===== config.mk =====
export PLATFORM = sky130hd
export DESIGN_NAME = valve_duty_cycle_controller
export DESIGN_NICKNAME = d
export VERILOG_FILES = /design/src/rtl/vdc_pkg.sv /design/src/rtl/valve_duty_cycle_controller.sv /design/src/rtl/vdc_csr.sv /design/src/rtl/vdc_seq.sv
export SDC_FILE = /design/constraint.sdc
export NUM_CORES = 1
export LEC_CHECK = 0
export BUFFER_PORTS_ARGS = -buffer_cell sky130_fd_sc_hd__buf_2
export CAP_MARGIN = 25
export CORE_MARGIN = 2
export CORE_UTILIZATION = 46
export DETAILED_ROUTE_END_ITERATION = 6
export PLACE_DENSITY = 0.67
export SKIP_CTS_REPAIR_TIMING = 1
export SLEW_MARGIN = 20
export SYNTH_ARGS = -nofsm -noshare
export SYNTH_HDL_FRONTEND = slang
export SYNTH_SLANG_ARGS = --single-unit

===== constraint.sdc =====
create_clock -name clock -period 2.7 [get_ports clock]
set_input_delay 0.135 -clock clock [delete_from_list [all_inputs] [get_ports clock]]
set_output_delay 0.135 -clock clock [all_outputs]
set_load 0.005 [all_outputs]

===== src/rtl/vdc_pkg.sv =====
`timescale 1ns / 1ps
package vdc_pkg;

   localparam int unsigned DutyWidth = 16;
   localparam int unsigned MoveWidth = 8;
   localparam int unsigned CsrIndexWidth = 2;
   localparam int unsigned CsrDataWidth = 16;

   localparam logic [MoveWidth-1:0] MoveReset = MoveWidth'(30);

   // register indexes on the csr port
   localparam logic [CsrIndexWidth-1:0] REG_OPEN_TICKS   = 2'd0;
   localparam logic [CsrIndexWidth-1:0] REG_CLOSED_TICKS = 2'd1;
   localparam logic [CsrIndexWidth-1:0] REG_MOVE_LIMIT   = 2'd2;

   typedef enum logic [2:0] {
      PH_IDLE        = 3'd0,
      PH_CONT        = 3'd1,
      PH_OPENING     = 3'd2,
      PH_CLOSING     = 3'd3,
      PH_OPEN_TIME   = 3'd4,
      PH_CLOSED_TIME = 3'd5,
      PH_DEACT       = 3'd6
   } phase_type;

   typedef enum logic [1:0] {
      ST_UNKNOWN = 2'd0,
      ST_OPEN    = 2'd1,
      ST_CLOSED  = 2'd2
   } status_type;

   typedef enum logic [1:0] {
      DRV_NONE  = 2'd0,
      DRV_OPEN  = 2'd1,
      DRV_CLOSE = 2'd2
   } drive_type;

   typedef enum logic [1:0] {
      CMD_START = 2'd0,
      CMD_CONT  = 2'd1,
      CMD_DEACT = 2'd2
   } cmd_type;

   localparam logic KIND_TICK = 1'b0;
   localparam logic KIND_CMD  = 1'b1;

   localparam logic FAULT_NOT_OPENING = 1'b0;
   localparam logic FAULT_NOT_CLOSING = 1'b1;

   typedef struct packed {
      logic       kind;
      logic [1:0] command;
      logic       preheating;
      logic       sensor_open;
      logic       sensor_closed;
      logic       paused;
      logic       cooking_active;
   } req_type;

   typedef struct packed {
      logic [1:0] drive;
      logic [1:0] valve_status;
      logic       fault_valid;
      logic       fault_code;
      logic [2:0] phase;
   } rsp_type;

   typedef struct packed {
      logic [DutyWidth-1:0] open_ticks;
      logic [DutyWidth-1:0] closed_ticks;
      logic [MoveWidth-1:0] move_limit;
   } cfg_type;

endpackage


===== src/rtl/valve_duty_cycle_controller.sv =====
`timescale 1ns / 1ps
// a transaction accepted into the request register is stepped into the response
// register and shown on rsp; rsp stalls delay it
// throughput: one transaction per cycle while rsp is not stalled, set by the step
// logic between the request register and the response register
// reset: synchronous, active high; phase idle, status unknown, duty count 0,
// move timer and move_limit 30, open/closed tick registers 0
module valve_duty_cycle_controller (
   input  logic                              clock,
   input  logic                              reset,
   // request channel: commands and sensor ticks
   input  logic                              req_valid,
   output logic                              req_stall,
   input  vdc_pkg::req_type                  req_payload,
   // response channel: one transaction per request
   output logic                              rsp_valid,
   input  logic                              rsp_stall,
   output vdc_pkg::rsp_type                  rsp_payload,
   // register write port
   input  logic                              csr_valid,
   output logic                              csr_ready,
   input  logic [vdc_pkg::CsrIndexWidth-1:0] csr_index,
   input  logic [vdc_pkg::CsrDataWidth-1:0]  csr_wdata
);

   vdc_pkg::cfg_type cfg;

   // request register
   logic             in_valid_ff, in_valid_in;
   vdc_pkg::req_type in_item_ff;

   // response register
   logic             out_valid_ff, out_valid_in;
   vdc_pkg::rsp_type out_item_ff;

   vdc_pkg::rsp_type step_result;
   logic             out_free;
   logic             proc_fire;
   logic             req_fire;

   // response register can take a new result when empty or being drained
   assign out_free  = !out_valid_ff || !rsp_stall;
   // the held request is stepped when its result has a place to go
   assign proc_fire = in_valid_ff && out_free;
   // request register stalls only when it holds a request that cannot move on
   assign req_stall = in_valid_ff && !out_free;
   assign req_fire  = req_valid && !req_stall;

   assign rsp_valid   = out_valid_ff;
   assign rsp_payload = out_item_ff;

   vdc_csr u_csr (
      .clock     (clock),
      .reset     (reset),
      .csr_valid (csr_valid),
      .csr_ready (csr_ready),
      .csr_index (csr_index),
      .csr_wdata (csr_wdata),
      .cfg       (cfg)
   );

   // state registers update at the same edge that loads the result
   vdc_seq u_seq (
      .clock  (clock),
      .reset  (reset),
      .fire   (proc_fire),
      .item   (in_item_ff),
      .cfg    (cfg),
      .result (step_result)
   );

   always_comb begin
      in_valid_in = in_valid_ff;
      if (req_fire) begin
         in_valid_in = 1'b1;
      end else if (proc_fire) begin
         in_valid_in = 1'b0;
      end
   end

   always_comb begin
      out_valid_in = out_valid_ff;
      if (proc_fire) begin
         out_valid_in = 1'b1;
      end else if (!rsp_stall) begin
         out_valid_in = 1'b0;
      end
   end

   always_ff @(posedge clock) begin
      if (reset) begin
         in_valid_ff  <= 1'b0;
         out_valid_ff <= 1'b0;
      end else begin
         in_valid_ff  <= in_valid_in;
         out_valid_ff <= out_valid_in;
      end
   end

   // payload registers, no reset needed
   always_ff @(posedge clock) begin
      if (req_fire) begin
         in_item_ff <= req_payload;
      end
      if (proc_fire) begin
         out_item_ff <= step_result;
      end
   end

`ifndef SYNTH
   // a fault only comes with a drive toward a position
   assert property (@(posedge clock) disable iff (reset)
      rsp_valid && rsp_payload.fault_valid |-> rsp_payload.drive != vdc_pkg::DRV_NONE)
      else $error("fault reported without drive");

   // fault code stays clear when no fault
   assert property (@(posedge clock) disable iff (reset)
      rsp_valid && !rsp_payload.fault_valid |->
         rsp_payload.fault_code == vdc_pkg::FAULT_NOT_OPENING)
      else $error("fault code set without fault");

   // a command transaction never drives or faults
   assert property (@(posedge clock) disable iff (reset)
      proc_fire && in_item_ff.kind == vdc_pkg::KIND_CMD |=>
         out_item_ff.drive == vdc_pkg::DRV_NONE && !out_item_ff.fault_valid)
      else $error("command produced drive or fault");

   // a stepped request always lands in the response register
   assert property (@(posedge clock) disable iff (reset)
      proc_fire |=> out_valid_ff)
      else $error("result lost after step");
`endif

endmodule


===== src/rtl/vdc_csr.sv =====
`timescale 1ns / 1ps
module vdc_csr (
   input  logic                                clock,
   input  logic                                reset,
   input  logic                                csr_valid,
   output logic                                csr_ready,
   input  logic [vdc_pkg::CsrIndexWidth-1:0]   csr_index,
   input  logic [vdc_pkg::CsrDataWidth-1:0]    csr_wdata,
   output vdc_pkg::cfg_type                    cfg
);

   vdc_pkg::cfg_type cfg_ff;
   vdc_pkg::cfg_type cfg_in;

   assign csr_ready = 1'b1;
   assign cfg = cfg_ff;

   always_comb begin
      cfg_in = cfg_ff;
      if (csr_valid) begin
         case (csr_index)
            vdc_pkg::REG_OPEN_TICKS: begin
               cfg_in.open_ticks = csr_wdata[vdc_pkg::DutyWidth-1:0];
            end
            vdc_pkg::REG_CLOSED_TICKS: begin
               cfg_in.closed_ticks = csr_wdata[vdc_pkg::DutyWidth-1:0];
            end
            vdc_pkg::REG_MOVE_LIMIT: begin
               cfg_in.move_limit = csr_wdata[vdc_pkg::MoveWidth-1:0];
            end
            default: begin
            end
         endcase
      end
   end

   always_ff @(posedge clock) begin
      if (reset) begin
         cfg_ff.open_ticks   <= '0;
         cfg_ff.closed_ticks <= '0;
         cfg_ff.move_limit   <= vdc_pkg::MoveReset;
      end else begin
         cfg_ff <= cfg_in;
      end
   end

endmodule


===== src/rtl/vdc_seq.sv =====
`timescale 1ns / 1ps
module vdc_seq (
   input  logic             clock,
   input  logic             reset,
   input  logic             fire,
   input  vdc_pkg::req_type item,
   input  vdc_pkg::cfg_type cfg,
   output vdc_pkg::rsp_type result
);

   vdc_pkg::phase_type              phase_ff, phase_in;
   vdc_pkg::status_type             status_ff, status_in;
   logic [vdc_pkg::DutyWidth-1:0]   duty_ff, duty_in;
   logic [vdc_pkg::MoveWidth-1:0]   move_ff, move_in;
   vdc_pkg::drive_type              drive;
   logic                            fault;
   logic                            code;

   always_comb begin
      phase_in  = phase_ff;
      status_in = status_ff;
      duty_in   = duty_ff;
      move_in   = move_ff;
      drive     = vdc_pkg::DRV_NONE;
      fault     = 1'b0;
      code      = vdc_pkg::FAULT_NOT_OPENING;
      if (item.kind == vdc_pkg::KIND_CMD) begin
         case (item.command)
            vdc_pkg::CMD_START: begin
               duty_in = cfg.open_ticks;
               if (!item.preheating) begin
                  phase_in = vdc_pkg::PH_OPENING;
               end
            end
            vdc_pkg::CMD_CONT: begin
               phase_in = vdc_pkg::PH_CONT;
            end
            vdc_pkg::CMD_DEACT: begin
               phase_in = vdc_pkg::PH_DEACT;
            end
            default: begin
            end
         endcase
      end else begin
         // closed switch wins when both report
         if (item.sensor_closed) begin
            status_in = vdc_pkg::ST_CLOSED;
         end else if (item.sensor_open) begin
            status_in = vdc_pkg::ST_OPEN;
         end
         if (!item.paused) begin
            case (phase_ff)
               vdc_pkg::PH_CONT, vdc_pkg::PH_OPENING: begin
                  if (status_in == vdc_pkg::ST_CLOSED) begin
                     drive = vdc_pkg::DRV_OPEN;
                     if (move_ff != '0) begin
                        move_in = move_ff - 1'b1;
                     end else begin
                        fault = 1'b1;
                        code  = vdc_pkg::FAULT_NOT_OPENING;
                     end
                  end
                  if (status_in == vdc_pkg::ST_OPEN) begin
                     move_in = cfg.move_limit;
                     if (phase_ff == vdc_pkg::PH_CONT) begin
                        phase_in = vdc_pkg::PH_IDLE;
                     end else if (item.cooking_active) begin
                        phase_in = vdc_pkg::PH_OPEN_TIME;
                     end
                  end
               end
               vdc_pkg::PH_CLOSING: begin
                  if (status_in == vdc_pkg::ST_OPEN) begin
                     drive = vdc_pkg::DRV_CLOSE;
                     if (move_ff != '0) begin
                        move_in = move_ff - 1'b1;
                     end else begin
                        fault = 1'b1;
                        code  = vdc_pkg::FAULT_NOT_CLOSING;
                     end
                  end
                  if (status_in == vdc_pkg::ST_CLOSED) begin
                     move_in = cfg.move_limit;
                     if (item.cooking_active) begin
                        phase_in = vdc_pkg::PH_CLOSED_TIME;
                     end
                  end
               end
               vdc_pkg::PH_OPEN_TIME: begin
                  if (status_in == vdc_pkg::ST_OPEN) begin
                     if (duty_ff != '0) begin
                        duty_in = duty_ff - 1'b1;
                     end else begin
                        duty_in  = cfg.closed_ticks;
                        phase_in = vdc_pkg::PH_CLOSING;
                     end
                  end
               end
               vdc_pkg::PH_CLOSED_TIME: begin
                  if (status_in == vdc_pkg::ST_CLOSED) begin
                     if (duty_ff != '0) begin
                        duty_in = duty_ff - 1'b1;
                     end else begin
                        duty_in  = cfg.open_ticks;
                        phase_in = vdc_pkg::PH_OPENING;
                     end
                  end
               end
               vdc_pkg::PH_DEACT: begin
                  drive    = vdc_pkg::DRV_CLOSE;
                  phase_in = vdc_pkg::PH_IDLE;
               end
               default: begin
               end
            endcase
         end
      end
   end

   always_comb begin
      result.drive        = drive;
      result.valve_status = status_in;
      result.fault_valid  = fault;
      result.fault_code   = code;
      result.phase        = phase_in;
   end

   always_ff @(posedge clock) begin
      if (reset) begin
         phase_ff  <= vdc_pkg::PH_IDLE;
         status_ff <= vdc_pkg::ST_UNKNOWN;
         duty_ff   <= '0;
         move_ff   <= vdc_pkg::MoveReset;
      end else if (fire) begin
         phase_ff  <= phase_in;
         status_ff <= status_in;
         duty_ff   <= duty_in;
         move_ff   <= move_in;
      end
   end

endmodule

==> flow_metrics.py <==
metrics = {
    "setup_path": {
        "slowest_stage": "or4b_2",
        "reg2reg_depth": 7,
        "end_kind": "register",
        "cp_num_buf_inv": 1,
        "r2r_start": "u_seq.duty_ff[0]",
        "worstPathCellList": "inv_1 -> ha_1 -> or4b_2 -> or4_4 -> or3_4 -> o22a_1 -> a32o_1",
        "reg2reg_slack_ps": 80,
        "critical_path.max_fanout": 6,
        "start_kind": "register",
        "path_delay_family": "simple AND/OR/NAND/NOR gates",
        "cp.arrival_ps": 2860,
        "timing.rr.end": "u_seq.duty_ff[3]",
        "worstPathRequired_ps": 2950,
        "cpPeakStageDelay_ps": 580,
        "crit_type": "reg2reg",
    },
    "die": {
        "die_x_um": 101.8,
        "ios": 43,
        "core_region_area_um2": 9284,
        "rows": 35,
        "initial_core_util": 0.4743,
        "dieHeight_um": 101.8,
        "dieArea_um2": 10370,
    },
    "detailed_routing": {
        "wl_per_cell_um": 15.36,
        "antenna_left": 0,
        "drc": 0,
        "dr_total_vias": 4028,
        "drt_iter0_drc": 239,
        "via_per_inst": 5.665,
        "drt-total-wl_um": 10920,
        "drt_first_pass_iters": 5,
    },
    "timing": {
        "fmax_ghz": 0.3823,
        "fin_hold_ws_ps": 10.88,
        "slew_headroom": 0.4110,
        "worst_slew_pin_slew_ps": 879.4,
        "report.final.slew_viol_count": 0,
        "setup_viol": 0,
        "worst_clock_skew_ps": 10.53,
        "rsz0062_at_grt": "no",
        "tns_ps": 0,
        "finalCriticalPeriod_ps": 2616,
        "final_hold_viol_count": 0,
        "post-route-period-util": 0.9688,
    },
    "placement": {
        "port_buffers": 41,
        "post-dp-hpwl_um": 7655,
        "place_congestion": 0.9224,
        "placed_cell_area_um2": 4763,
    },
    "synth": {
        "synth_top_family_by_area": "simple AND/OR/NAND/NOR gates",
        "netlist_instances": 532,
        "yosys_warnings": 0,
        "synth_area_um2": 4403,
        "syn_nets": 566,
        "ys_types": 60,
        "synth_ff_type": "dfxtp_1",
        "async_flop_share": 0,
        "ys_seq_area_frac": 0.4388,
        "yosys.area_share.xor_xnor": 0.01194,
        "synthMuxAreaShare": 0.01591,
        "synth_simple_gate_area_share": 0.2526,
        "synth-compound-area-share": 0.2282,
        "synth-adder-area-share": 0.008525,
        "avgSynthCellArea_um2": 8.276,
        "synth_edf_count": 17,
        "synth_seq_cells": 88,
    },
    "layout": {
        "regArea_um2": 1932,
        "antenna_cells": 0,
        "multi_input_area_um2": 2286,
        "fin_nets": 611,
        "synthToLayoutAreaGrowth_pct": 14.12,
        "final_area_um2": 5025,
        "drive_gt1_frac": 0.1478,
        "fillCellCount": 901,
    },
    "pwr": {
        "power.density_nw_per_um2": 530.1,
        "p_leak_nw": 1.903,
        "power_mw": 2.664,
        "vdd_drop_max_v": 0.0002394,
    },
    "global_routing": {
        "grt_max_degree": 44,
        "grt_pass1_wl_um": 17770,
        "overflow": 0,
        "grt_antenna_before_repair": 0,
        "track_usage": 0.2162,
        "grt_pass1_vias": 3597,
    },
    "cts": {
        "tritoncts": "done",
        "htree_levels": 3,
        "cts_made_buffers": 9,
        "clk_latency_ps": 360,
        "cts_root_buffer": "clkbuf_8",
        "numClockSinks": 88,
        "clk_pin_slew_ps": 90,
        "clockBufferDepth": 2,
    },
    "hold_path": {
        "min_path_type": "in2reg",
        "whs_path_depth": 3,
        "hold_start": "req_valid",
        "worstHoldEndpoint": "in_valid_ff",
    },
    "job": {
        "maxCapViolCount": 0,
    },
    "status": {
        "status": "complete, no violations",
    },
}
## metrics by stage
| step | setup slack (ps) | utilization | cells |
|---|---|---|---|
| after floorplan | 150.2 | - | 532 |
| after global routing | 0.5529 | 0.5412 | 711 |
| final | 84.26 | 0.5412 | 711 |
| after detailed placement | 36.68 | 0.5131 | 687 |
| after global placement | 100.5 | 0.5131 | 687 |
| after CTS | 6.764 | 0.5321 | 703 |
## cells in the mapped netlist (all sizes together), types with 9 or more instances
cell type,number,share of area
nand2,97,0.083
dfxtp,71,0.32
a21oi,53,0.060
nor2,45,0.038
clkbuf,26,0.022
o21ai,19,0.022
nor3,18,0.023
edfxtp,17,0.12
inv,13,0.011
nand3,12,0.014
a211oi,11,0.019
nand2b,11,0.016
or3,9,0.013
## layer usage
metal	vias to the layer above	global-route usage	routed length (um)
met1	1906	0.3077	5323
met4	0	0.06256	127
li1	1998	-	-
met2	113	0.3406	4941
met3	11	0.03557	526
met5	-	0	0
## logic make-up after synthesis
group                      after synthesis
buffers and inverters                   47
DFF                                     88
adders and majority gates                3
xor gates and xnor gates                 6
and+or+nand+nor                        232
AOI/OAI and AO/OA                      148
muxes                                    7
other                                    1
## worst max-delay path by stage
stage,startpoint,endpoint,slack (ps),cells past startpoint
floorplan,u_seq.duty_ff[0],u_seq.duty_ff[7],150,8
global placement,u_seq.duty_ff[0],u_seq.duty_ff[0],100,7
detailed placement,u_seq.duty_ff[0],u_seq.duty_ff[0],40,7
CTS,u_seq.duty_ff[0],u_seq.duty_ff[3],7,7
global route,u_seq.duty_ff[1],u_seq.duty_ff[1],0.6,8
finish,u_seq.duty_ff[0],u_seq.duty_ff[3],80,7
## cell type report
| cell class | count | area share |
|---|---|---|
| Multi-Input combinational cell | 397 | 0.4549 |
| Timing Repair Buffer | 66 | 0.08217 |
| Sequential cell | 88 | 0.3845 |
| Clock buffer | 12 | 0.02913 |
| Tap cell | 129 | 0.03212 |
| Inverter | 15 | 0.01121 |
| Clock inverter | 4 | 0.005976 |
## cell usage in the layout (no fill, tap or decap), drive strengths merged, types with 4 or more instances in the layout
cell / netlist / final
nand2: 97 / 97
dfxtp: 71 / 71
buf: 6 / 58
a21oi: 53 / 53
nor2: 45 / 45
o21ai: 19 / 19
nor3: 18 / 18
edfxtp: 17 / 17
inv: 13 / 13
nand3: 12 / 12
clkbuf: 26 / 12
nand2b: 11 / 11
a211oi: 11 / 11
or3: 9 / 9
a211o: 8 / 8
a32o: 8 / 8
dlygate4sd3: 0 / 8
mux2i: 7 / 7
nor2b: 6 / 6
a21o: 6 / 6
o22a: 6 / 6
nor3b: 5 / 5
and2: 5 / 5
nor4: 5 / 5
xnor2: 5 / 5
clkinv: 2 / 5
nand3b: 4 / 4
a311oi: 4 / 4
## state kept, by name (all words and copies together) (netlist names)
| name | cells |
|---|---|
| u_seq.status_ff | 2 |
| in_item_ff | 8 |
| u_csr.cfg | 40 |
| rsp_valid | 1 |
| u_seq.phase_ff | 3 |
| u_seq.duty_ff | 16 |
| in_valid_ff | 1 |
| u_seq.move_ff | 8 |
| rsp_payload | 9 |
## worst reg2reg max path, cell delays in order, from the launching register on
cell     delay (ps)
dfxtp_1         320
inv_1           110
ha_1            190
or4b_2          580
or4_4           460
or3_4           400
o22a_1          210
a32o_1          250
## power by group
group / total (mW) / internal [mW] / switching [mW] / leakage (nW)
Combinational: 0.402 / 0.167 / 0.235 / 1.07
Clock: 0.841 / 0.366 / 0.475 / 0.0895
Sequential: 1.42 / 1.39 / 0.0359 / 0.742
Power figures use the tool's default switching activity.
